**config.mk**
```make
export PLATFORM = sky130hd
export DESIGN_NAME = sdsu_accum
export DESIGN_NICKNAME = d
export VERILOG_FILES = /design/src/hdl/sdsu_pkg.sv /design/src/hdl/sdsu_accum.sv
export SDC_FILE = /design/constraint.sdc
export NUM_CORES = 1
export LEC_CHECK = 0
export ABC_AREA = 1
export BUFFER_PORTS_ARGS = -buffer_cell sky130_fd_sc_hd__buf_2
export CAP_MARGIN = 20
export CORE_ASPECT_RATIO = 1.2
export CORE_UTILIZATION = 30
export CTS_CLUSTER_DIAMETER = 100
export DETAILED_ROUTE_END_ITERATION = 7
export SLEW_MARGIN = 25
export SYNTH_ARGS = -nofsm -noshare
export SYNTH_HDL_FRONTEND = slang
export SYNTH_SLANG_ARGS = --single-unit
```
**constraint.sdc**
```tcl
create_clock -name clk -period 5.1 [get_ports clk]
set_clock_uncertainty 0.05 [all_clocks]
set_input_delay 1.275 -clock clk [delete_from_list [all_inputs] [get_ports clk]]
set_output_delay 1.275 -clock clk [all_outputs]
set_load 0.01 [all_outputs]
```
**src/hdl/sdsu_pkg.sv**
```systemverilog
// ----------------------------------------------------------------------------
// sdsu_pkg
// Shared widths, command codes, result kinds and the stage type for the sparse
// dot product and scatter update block.
// ----------------------------------------------------------------------------
`timescale 1ns / 1ps
`default_nettype none

package sdsu_pkg;

  // Field widths
  localparam int CMD_W = 2;
  localparam int IDX_W = 10;
  localparam int VAL_W = 32;
  localparam int RES_W = 48;
  localparam int ACC_W = 64;

  // Commands
  localparam logic [CMD_W-1:0] CMD_LOAD   = 2'd0;
  localparam logic [CMD_W-1:0] CMD_READ   = 2'd1;
  localparam logic [CMD_W-1:0] CMD_DOT    = 2'd2;
  localparam logic [CMD_W-1:0] CMD_UPDATE = 2'd3;

  // Result kinds
  localparam logic KIND_READ = 1'b0;
  localparam logic KIND_DOT  = 1'b1;

  // Beat handed from the multiply stage to the accumulate stage
  typedef struct packed {
    logic                    valid;
    logic [CMD_W-1:0]        cmd;
    logic                    last;
    logic signed [ACC_W-1:0] product;
    logic signed [VAL_W-1:0] entry;
  } dot_stage_t;

endpackage

`default_nettype wire

```
**src/hdl/sdsu_accum.sv**
```systemverilog
// ----------------------------------------------------------------------------
// sdsu_accum
// Saturating dot accumulator, output rescale and the result register.
// ----------------------------------------------------------------------------
`timescale 1ns / 1ps
`default_nettype none

module sdsu_accum
  import sdsu_pkg::*;
#(
  parameter int FRACTION_BITS = 16
) (
  input  wire logic                    clk,
  input  wire logic                    rst,
  input  wire dot_stage_t              s3,
  output logic                         adv,
  output logic                         out_valid,
  input  wire logic                    out_ready,
  output logic                         result_kind,
  output logic signed [RES_W-1:0]      result_value
);

  logic signed [ACC_W-1:0] acc;
  logic signed [ACC_W-1:0] acc_next;
  logic signed [ACC_W-1:0] acc_sum;
  logic signed [ACC_W-1:0] prod;
  logic signed [ACC_W-1:0] dot_shift;
  logic signed [RES_W-1:0] dot_sat;
  logic                    has_result;
  logic                    is_dot;

  assign prod   = $signed(s3.product);
  assign is_dot = s3.valid && (s3.cmd == CMD_DOT);
  assign has_result = s3.valid && ((s3.cmd == CMD_READ) || ((s3.cmd == CMD_DOT) && s3.last));

  // Stall only when a result has nowhere to go
  assign adv = !has_result || !out_valid || out_ready;

  // Saturating 64-bit add
  assign acc_sum = acc + prod;
  always_comb begin
    if (!acc[ACC_W-1] && !prod[ACC_W-1] && acc_sum[ACC_W-1]) begin
      acc_next = {1'b0, {(ACC_W-1){1'b1}}};
    end else if (acc[ACC_W-1] && prod[ACC_W-1] && !acc_sum[ACC_W-1]) begin
      acc_next = {1'b1, {(ACC_W-1){1'b0}}};
    end else begin
      acc_next = acc_sum;
    end
  end

  // Floor rescale to Q32.16, saturate to 48 bits
  assign dot_shift = acc_next >>> FRACTION_BITS;
  always_comb begin
    if (!dot_shift[ACC_W-1] && (|dot_shift[ACC_W-2:RES_W-1])) begin
      dot_sat = {1'b0, {(RES_W-1){1'b1}}};
    end else if (dot_shift[ACC_W-1] && !(&dot_shift[ACC_W-2:RES_W-1])) begin
      dot_sat = {1'b1, {(RES_W-1){1'b0}}};
    end else begin
      dot_sat = dot_shift[RES_W-1:0];
    end
  end

  // Accumulator, cleared at the end of a run
  always_ff @(posedge clk) begin
    if (rst) begin
      acc <= '0;
    end else if (adv && is_dot) begin
      acc <= s3.last ? '0 : acc_next;
    end
  end

  // Result register
  always_ff @(posedge clk) begin
    if (rst) begin
      out_valid <= 1'b0;
    end else if (adv && has_result) begin
      out_valid <= 1'b1;
    end else if (out_ready) begin
      out_valid <= 1'b0;
    end
  end

  always_ff @(posedge clk) begin
    if (adv && has_result) begin
      if (s3.cmd == CMD_DOT) begin
        result_kind  <= KIND_DOT;
        result_value <= dot_sat;
      end else begin
        result_kind  <= KIND_READ;
        result_value <= {{(RES_W-VAL_W){s3.entry[VAL_W-1]}}, s3.entry};
      end
    end
  end

  // End of run clears the accumulator
  a_run_clear: assert property (@(posedge clk) disable iff (rst)
    !rst && adv && is_dot && s3.last |=> (acc == '0))
    else $error("accumulator not cleared after last element");

  // A result that leaves the last stage lands in the result register
  a_result_load: assert property (@(posedge clk) disable iff (rst)
    !rst && adv && has_result |=> out_valid)
    else $error("result lost");

  // Read-back beats carry a sign-extended 32-bit entry
  a_read_sext: assert property (@(posedge clk) disable iff (rst)
    out_valid && (result_kind == KIND_READ) |->
      (&result_value[RES_W-1:VAL_W-1]) || !(|result_value[RES_W-1:VAL_W-1]))
    else $error("read-back value not sign-extended");

endmodule

`default_nettype wire

```
* Yosys cells after proc, flatten, opt, wreduce, memory -nomap -nowiden *
Index checks and enable logic that the tools add are counted.

storage, ports and cells
  register bits after elaboration = 114
  input port bits = 103
  output and inout bits = 51
  logic and storage cells = 32

cells by class
  add/sub/neg operators = 1
  eq/ne operators = 2
  multiplexer cells = 7
  reduce and logical (&&, ||, !) cells = 18

operators by type and width
  operator                                              count
  2-to-1 mux 64 bit                                     3
  adder 64 bit                                          1
  2-to-1 mux 48 bit                                     1
  logical AND 1 bit                                     9
  zero test 1 bit                                       5
  logical OR 1 bit                                      3
  2-to-1 mux 1 bit                                      3
  equality test 2 x 1 -> 1 bit (second input constant)  1
  equality test 2 bit (second input constant)           1
  nonzero test 2 bit                                    1

* Depth between registers and ports, before layout *
Gate-level depths: netlist (run 1).

  depth after elaboration = 9
  depth in mapped cells = 20
  gate-level depth less buffers = 20

* Worst setup path after synthesis (run 1) *
Ideal clock, no wire load.

  kind = input to register
  from = input port s3[98] in the netlist's numbering
  to = register result_kind (enable)
  arrival = 3932 ps
  setup slack = 662 ps
  cell stages on the path = 6
  path buffers = 0
  cells stage by stage = inv_1 > nor2_2 > nand2_1 > a21oi_1 > inv_1 > nor2_1

on the way
  word-level cells in the longest chain between the ends = 8
  elaborated cells between the ends (all ways) = 9
  those cells by class = eq/ne: 2; reduce/logical: 7

ends and longest elaborated chain
  what                           RTL line          source
  start, declared                sdsu_accum.sv:15  input wire dot_stage_t s3,
  equality test 2 bit            sdsu_accum.sv:34  assign has_result = s3.valid && ((s3.cmd == CMD_READ) || ((s3.cmd == CMD_DOT) && s3.last));
  logical AND 1 bit              sdsu_accum.sv:34
  logical OR 1 bit (*)           sdsu_accum.sv:34
  logical AND 1 bit (*)          sdsu_accum.sv:34
  zero test 1 bit                sdsu_accum.sv:37  assign adv = !has_result || !out_valid || out_ready;
  logical OR 1 bit (2 in a row)  sdsu_accum.sv:37
  logical AND 1 bit (*)          sdsu_accum.sv:84  if (adv && has_result) begin
  end signal, assigned           sdsu_accum.sv:86  result_kind <= KIND_DOT;
  end signal, assigned           sdsu_accum.sv:89  result_kind <= KIND_READ;
  end, declared                  sdsu_accum.sv:19  output logic result_kind,

Every way passes the cells marked *; elsewhere a longest branch is shown, timed or not.
A chain may end at the register's enable or synchronous reset.

* Worst setup path in the final report (run 1) *
  from = input port s3[37] in the netlist's numbering
  to = register result_value[36], data pin

on the way
  word-level cells in the longest chain between the ends = 6
  elaborated cells between the ends (all ways) = 7
  those cells by class = add/sub: 1; mux: 3; reduce/logical: 3

ends and longest elaborated chain
  what                   RTL line          source
  adder 64 bit (*)       sdsu_accum.sv:40  assign acc_sum = acc + prod;
  zero test 1 bit        sdsu_accum.sv:44  end else if (acc[ACC_W-1] && prod[ACC_W-1] && !acc_sum[ACC_W-1]) begin
  logical AND 1 bit      sdsu_accum.sv:44
  2-to-1 mux 64 bit      sdsu_accum.sv:44
  2-to-1 mux 64 bit (*)  sdsu_accum.sv:42  if (!acc[ACC_W-1] && !prod[ACC_W-1] && acc_sum[ACC_W-1]) begin
  2-to-1 mux 48 bit (*)  sdsu_accum.sv:85  if (s3.cmd == CMD_DOT) begin
  end signal, assigned   sdsu_accum.sv:87  result_value <= dot_sat;
  end signal, assigned   sdsu_accum.sv:90  result_value <= {{(RES_W-VAL_W){s3.entry[VAL_W-1]}}, s3.entry};
  end, declared          sdsu_accum.sv:20  output logic signed [RES_W-1:0] result_value

Marked as above.

==> results.json, run 1 <==
{
  "routed_wl_um": 35500,
  "grt_pass1_wl_um": 56900,
  "die_width_um": 173,
  "fin_crit_sh_pct": 73.9,
  "globalRouteOverflowTotal": 0,
  "fp.dieArea_um2": 35800,
  "final_hold_viol_count": 0,
  "timing.slew.headroom_pct": 39.1,
  "internal_power_mw": 1.92,
  "wl_per_cell_um": 15.0,
  "period_minus_ws_final_ns": 3.77,
  "regArea_um2": 2770,
  "finalWorstSetupSlack_ns": 1.33,
  "crit_start": "s3[37]",
  "seq_power_share_pct": 35.9,
  "r2r-start": "acc[6]",
  "crit-reg2reg-capture": "result_value[36]",
  "synthesis.instances": 1766,
  "num_antenna_cells": 0,
  "maxCapViolCount": 0,
  "yosys_most_used_dff": "sky130_fd_sc_hd__dfxtp_1",
  "cts.repair_timing.setup_buffer_count": 0,
  "critical_path.max_fanout": 82,
  "drt.antenna.violating_nets": 0,
  "worst_slew_pin_slew_ns": 0.912,
  "num-nets-final": 2072,
  "max_stage_delay_ns": 0.64,
  "grt_start_max_net_pins": 83,
  "floorplan.initialDensity_pct": 30.7,
  "post_cts.resized_instances": 0,
  "ir_worst_vdd_mv": 0.196,
  "swShare_pct": 31.4,
  "p_per_area_nw_per_um2": 228,
  "crit_path_cell_trace": "buf_2 > ha_1 > nand2_2 > inv_1 > a21oi_1 > nand2_2 > nand2_2 > nand2_2 > nand2_2 > nand2_2 > nand2_2 > nand2_2 > nand2_4 > nand2_2 > nand2_4 > nand2_1 > nand2_1 > nand2_1",
  "max_freq_mhz": 265,
  "critical_path_depth": 18,
  "total_switching_power_uw": 879,
  "hp-class": "reg -> reg",
  "cpMaxStageDelayCell": "sky130_fd_sc_hd__nand2_4",
  "die_h_um": 207,
  "placement.io_buffers": 153,
  "clkSlewWorstSetupHoldPaths_ns": 0.06,
  "setup_repair_after_global_routing_missed_its_margin": "false",
  "critical_path_buf_inv_count": 2,
  "crit_top_cell": "sky130_fd_sc_hd__nand2_2",
  "globalRouteTotalUtil_pct": 20.2,
  "detail_route.first_pass.iterations": 5,
  "htree_levels": 4,
  "detail_route.iter0.violations": 589,
  "synth_area_per_cell_um2": 5.96,
  "pin_count": 154,
  "cp_data_required_time_ns": 5.24,
  "ys.warnings.count": 0,
  "worstPathArrival_ns": 3.91,
  "post_cts_hold_buffer_count": 0,
  "slew_viol_final": 0,
  "cts_made_buffers": 17,
  "multi_input_area_um2": 6480,
  "number_of_antenna_violations_at_the_first_check_in_global_routing": 0,
  "clk_path_buf_depth": 2,
  "power.static_leakage_nw": 6.72,
  "route.detailed.drc": 0,
  "syn_area_um2": 10500,
  "root_buffer": "sky130_fd_sc_hd__clkbuf_16",
  "synth.net_count": 1935,
  "end_kind": "flop",
  "fin_tns_setup_ns": 0,
  "ys_async_rst_share_pct": 0,
  "yosys_register_bits": 114,
  "viasPerCell": 4.55,
  "synthToLayoutAreaGrowth_pct": 16.8,
  "setup_violations": 0,
  "routabilityCongestion": 0.950,
  "grt_pass1_vias": 10500,
  "share_comb_of_total_power_pct": 20.4,
  "synth_enable_flop_cells": 49,
  "yosysSeqAreaShare_pct": 26.4,
  "vias": 10800,
  "run_status": "finished clean",
  "startpoint_type": "input port",
  "hpwlAfterDp_um": 29400,
  "pre_cts_setup_slack_ns": 0.889,
  "layout-drive-gt1-share_pct": 13.9,
  "clk-insertion-delay-late_ns": 0.45,
  "r2r_cells": 17,
  "layout.filler_cells": 3885,
  "share_clk_of_total_power_pct": 43.7,
  "tritoncts_num_sinks": 114,
  "critical_path.endpoint": "result_value[36]",
  "timing.setup.critical_path_class": "in -> reg",
  "placeableCoreArea_um2": 34300,
  "internal_reg_to_reg_setup_slack_ns": 1.97,
  "unique_masters_post_synth": 37,
  "placement_rows": 74,
  "cts_tree": "done",
  "critical_path.top_delay_family": "simple AND/OR/NAND/NOR gates"
}
worst min-delay path, stage by stage, from the launching register on:
cell,delay (ns)
sky130_fd_sc_hd__dfxtp_1,0.31
sky130_fd_sc_hd__nand2_1,0.06
sky130_fd_sc_hd__a21oi_1,0.05
layer usage:
layer  vias up  wire length [um]  part of all wire [%]  GRT usage, %
li1       5731                 -                     -             -
met1      4848             16500                    46          25.0
met2       184             17500                    49          36.3
met3        31               925                   2.6          2.61
met4         0               635                   1.8          5.89
met5         -                 0                     0             0
worst min path at each step:
stage | start | end | slack (ns) | cells past startpoint
after global placement | acc[0] | acc[0] | 0.41 | 2
after global routing | acc[0] | acc[0] | 0.43 | 2
final | acc[48] | acc[48] | 0.42 | 2
after detailed placement | acc[21] | acc[21] | 0.41 | 2
after floorplan | acc[0] | acc[0] | 0.40 | 2
after CTS | acc[21] | acc[21] | 0.42 | 2
sequential cells by signal (all words and copies together) (netlist names):
| signal | cells |
|---|---|
| acc | 64 |
| out_valid | 1 |
| result_kind | 1 |
| result_value | 48 |
power groups by stage:
| stage | Sequential (mW) | Clock (mW) | Combinational, mW |
|---|---|---|---|
| 2_1_floorplan | 1.03 | 0 | 0.382 |
| 3_3_place_gp | 1.02 | 0 | 0.569 |
| 3_5_place_dp | 1.02 | 0 | 0.574 |
| 4_1_cts | 1.01 | 1.25 | 0.577 |
| 5_1_grt | 1.01 | 1.28 | 0.647 |
| 6_report | 1.00 | 1.23 | 0.571 |
Yosys cell counts (3+ instances only):
library cell                 n  area [um^2]
sky130_fd_sc_hd__nor2_1    161          604
sky130_fd_sc_hd__nand3b_1    3         22.5
sky130_fd_sc_hd__a31oi_1    31          194
sky130_fd_sc_hd__xor2_1     30          263
sky130_fd_sc_hd__nand3_1    55          275
sky130_fd_sc_hd__dfxtp_1    65         1300
sky130_fd_sc_hd__a21oi_1   110          551
sky130_fd_sc_hd__o21ai_0     7         35.0
sky130_fd_sc_hd__inv_2       5         18.8
sky130_fd_sc_hd__nor3_1     21          105
sky130_fd_sc_hd__buf_2      15         75.1
sky130_fd_sc_hd__nand2_1   747         2800
sky130_fd_sc_hd__nand2_2    34          213
sky130_fd_sc_hd__o21bai_1   16          120
sky130_fd_sc_hd__nand4_1     9         56.3
sky130_fd_sc_hd__a21oi_2    11         96.3
sky130_fd_sc_hd__ha_1       65          813
sky130_fd_sc_hd__nand2_4    12          135
sky130_fd_sc_hd__nor2_2      4         25.0
sky130_fd_sc_hd__edfxtp_1   49         1470
sky130_fd_sc_hd__inv_1     272         1020
sky130_fd_sc_hd__and2_1      3         18.8
sky130_fd_sc_hd__clkbuf_1   22         82.6
sky130_fd_sc_hd__xnor2_1     3         26.3
kinds of logic (layout without fill, tap and decap cells):
group / after synthesis / count (layout) / share of synthesized area, %
buffers and inverters: 320 / 470 / 12.2
XOR/XNOR: 33 / 33 / 2.75
flip-flops: 114 / 114 / 26.4
AND/OR/NAND/NOR: 1056 / 1056 / 41.2
adder cells (fa/ha/maj): 66 / 66 / 7.92
AO/OA/AOI/OAI: 177 / 177 / 9.59
final cells by class:
| cell class | instances | share of cell area, % |
|---|---|---|
| Sequential cell | 114 | 22.6 |
| Timing Repair Buffer | 161 | 6.72 |
| Multi-Input combinational cell | 1332 | 52.8 |
| Tap cell | 456 | 4.64 |
| Clock inverter | 14 | 1.27 |
| Clock buffer | 18 | 3.57 |
| Inverter | 277 | 8.46 |
stage by stage:
stage	instance area [um^2]	cells	total power, mW	utilization [%]	hold WS [ns]
detailed placement	11700	2340	1.60	34.1	0.412
finish	12300	2372	2.80	35.9	0.421
floorplan	10500	1766	1.42	-	0.399
global placement	11700	2340	1.59	34.1	0.407
global route	12300	2372	2.93	35.9	0.434
CTS	12300	2372	2.83	35.9	0.421
layout by cell type (no fill, tap or decap), types with 4 or more instances in the layout:
cell type	count
sky130_fd_sc_hd__a31oi_1	31
sky130_fd_sc_hd__nand2_2	34
sky130_fd_sc_hd__o21ai_0	7
sky130_fd_sc_hd__a21oi_2	11
sky130_fd_sc_hd__nand2_4	12
sky130_fd_sc_hd__buf_4	8
sky130_fd_sc_hd__clkinv_4	5
sky130_fd_sc_hd__o21bai_1	16
sky130_fd_sc_hd__nor2_1	160
sky130_fd_sc_hd__inv_2	5
sky130_fd_sc_hd__nand4_1	9
sky130_fd_sc_hd__a21oi_1	110
sky130_fd_sc_hd__xor2_1	30
sky130_fd_sc_hd__nand3_1	54
sky130_fd_sc_hd__nand2_1	747
sky130_fd_sc_hd__buf_2	153
sky130_fd_sc_hd__edfxtp_1	49
sky130_fd_sc_hd__clkbuf_16	17
sky130_fd_sc_hd__nor3_1	21
sky130_fd_sc_hd__inv_1	272
sky130_fd_sc_hd__ha_1	65
sky130_fd_sc_hd__clkinvlp_4	4
sky130_fd_sc_hd__dfxtp_1	65
Note: power is estimated with default switching activity, not from simulation.
==> run 2: changes to the inputs <==
clock period = 3.1 ns   (was 5.1 ns; I/O delays follow)
==> results.json, run 2 (synthesis results as in run 1) <==
{
  "run_status": "finished clean",
  "top_regs": "acc (64), result_value (48)",
  "fp.dieArea_um2": 35800,
  "layout-drive-gt1-share_pct": 22.3,
  "synthToLayoutAreaGrowth_pct": 33.2,
  "layout_commonest_cell": "sky130_fd_sc_hd__nand2_1",
  "worst_slew_pin_slew_ns": 0.755,
  "maxCapViolCount": 0,
  "period_minus_ws_final_ns": 2.86,
  "die_width_um": 173,
  "timing.setup.critical_path_class": "in -> reg",
  "placeableCoreArea_um2": 34300,
  "final-instance-count-excl-fill": 2579,
  "grt_pass1_wl_um": 58400,
  "max_stage_delay_ns": 0.39,
  "drt.antenna.violating_nets": 0,
  "floorplan.initialDensity_pct": 30.7,
  "placement_rows": 74,
  "worstPathArrival_ns": 3.00,
  "crit_path_cell_trace": "buf_2 > ha_1 > inv_1 > fa_1 > inv_1 > nand3_1 > nand2_1 > nand2_1 > nand2_1 > nand2_1 > nand2_1 > nand2_1 > nand2_1 > nand2_1 > nand3_1 > nand2_1 > nand2_1 > nand2_1 > nand2_1 > nand2_1",
  "slew_viol_final": 0,
  "viasPerCell": 4.46,
  "cp_data_required_time_ns": 3.24,
  "die_h_um": 207,
  "finish.instance_area_um2": 14000,
  "layout.filler_cells": 3777,
  "clk-insertion-delay-late_ns": 0.45,
  "ir_worst_vdd_mv": 0.376,
  "max_freq_mhz": 350,
  "routabilityCongestion": 0.935,
  "number_of_antenna_violations_at_the_first_check_in_global_routing": 0,
  "pin_count": 154,
  "multi_input_area_um2": 6480,
  "placement.io_buffers": 153,
  "cts.repair_timing.setup_buffer_count": 0,
  "detail_route.first_pass.iterations": 6,
  "route.detailed.drc": 0,
  "vias": 11500,
  "setup_violations": 0,
  "detail_route.iter0.violations": 653,
  "crit_top_cell": "sky130_fd_sc_hd__nand2_1",
  "fin_crit_sh_pct": 92.2,
  "tritoncts_num_sinks": 114,
  "total_power_mw": 4.89,
  "grt_start_max_net_pins": 66,
  "min_path_cells": 2,
  "most-common-layout-cells": "sky130_fd_sc_hd__nand2_1, sky130_fd_sc_hd__inv_1, sky130_fd_sc_hd__buf_4",
  "globalRouteOverflowTotal": 0,
  "regArea_um2": 2770,
  "post_cts_hold_buffer_count": 0,
  "p_per_area_nw_per_um2": 349,
  "wl_per_cell_um": 14.2,
  "globalRouteTotalUtil_pct": 20.8,
  "clk_path_buf_depth": 2,
  "r2r_cells": 19,
  "num-nets-final": 2279,
  "grt_pass1_vias": 11300,
  "post-place-cells": 2547,
  "power.static_leakage_nw": 7.81,
  "cts_made_buffers": 17,
  "hpwlAfterDp_um": 30400,
  "startpoint_type": "input port",
  "clkSlewWorstSetupHoldPaths_ns": 0.06,
  "timing.slew.headroom_pct": 49.6,
  "routed_wl_um": 36500,
  "end_kind": "flop",
  "post_cts.resized_instances": 0,
  "num_antenna_cells": 0,
  "largest_register_ffs": 64,
  "cpMaxStageDelayCell": "sky130_fd_sc_hd__fa_1",
  "cts_tree": "done",
  "htree_levels": 4,
  "final_hold_viol_count": 0,
  "setup_repair_after_global_routing_missed_its_margin": "false",
  "registers.top_by_ff_count": "acc",
  "placed_cell_area_um2": 13400,
  "critical_path.max_fanout": 4,
  "root_buffer": "sky130_fd_sc_hd__clkbuf_16",
  "hp-class": "reg -> reg"
}
[run 2: cell types whose count changed in the layout (fill, tap and decap cells not counted), sizes merged]
cell	previous run	this run
clkinvlp	4	5
inv	279	278
clkinv	6	3
bufinv	2	3
clkbuf	18	20
buf	161	368
[run 2: through the flow]
step                worst slack [ns]  setup TNS, ns  util (%)  hold WS [ns]
finish                         0.243              0      40.9         0.420
global route                  0.0134              0      40.9         0.436
CTS                            0.285              0      40.9         0.421
global placement              -0.221          -4.19      39.1         0.408
floorplan                      0.325              0         -         0.399
detailed placement            -0.207          -6.12      39.1         0.412
[run 2: routing by layer]
| metal | GRT usage (%) | share of wire (%) | up-vias | wire, um |
|---|---|---|---|---|
| met4 | 7.02 | 2.1 | 0 | 776 |
| met3 | 3.08 | 4.1 | 36 | 1500 |
| met2 | 37.2 | 49 | 233 | 17900 |
| met5 | 0 | 0 | - | 0 |
| li1 | - | - | 6140 | - |
| met1 | 25.4 | 45 | 5083 | 16300 |
[run 2: path summary, 6_finish.rpt]
path,startpoint,end,slack (ns)
setup / recovery,s3[32],result_value[46],0.24
hold / removal,acc[55],acc[55],0.42
setup reg to reg,acc[0],result_value[46],0.32
hold reg to reg,acc[55],acc[55],0.42
[run 2: cell type report]
type,count,area share [%]
clock inverters,12,1.11
flip-flops and latches,114,19.8
inverters,277,7.42
multi-input cells,1332,46.3
well taps,456,4.07
clock buffers,20,3.33
repair buffers,368,18.0
[run 2: power breakdown]
part / internal [mW] / total, mW / leakage, nW / switching, mW
sequential: 1.63 / 1.65 / 0.978 / 0.0194
clock: 1.32 / 2.10 / 0.291 / 0.771
combinational: 0.486 / 1.14 / 6.54 / 0.659
total: 3.44 / 4.89 / 7.81 / 1.45
[run 2: worst max-delay path, delay by kind of cell]
family	cells	cell delay, ns
adder cells (fa/ha/maj)	2	0.54
buffers and inverters	3	0.23
AND/OR/NAND/NOR	15	1.45
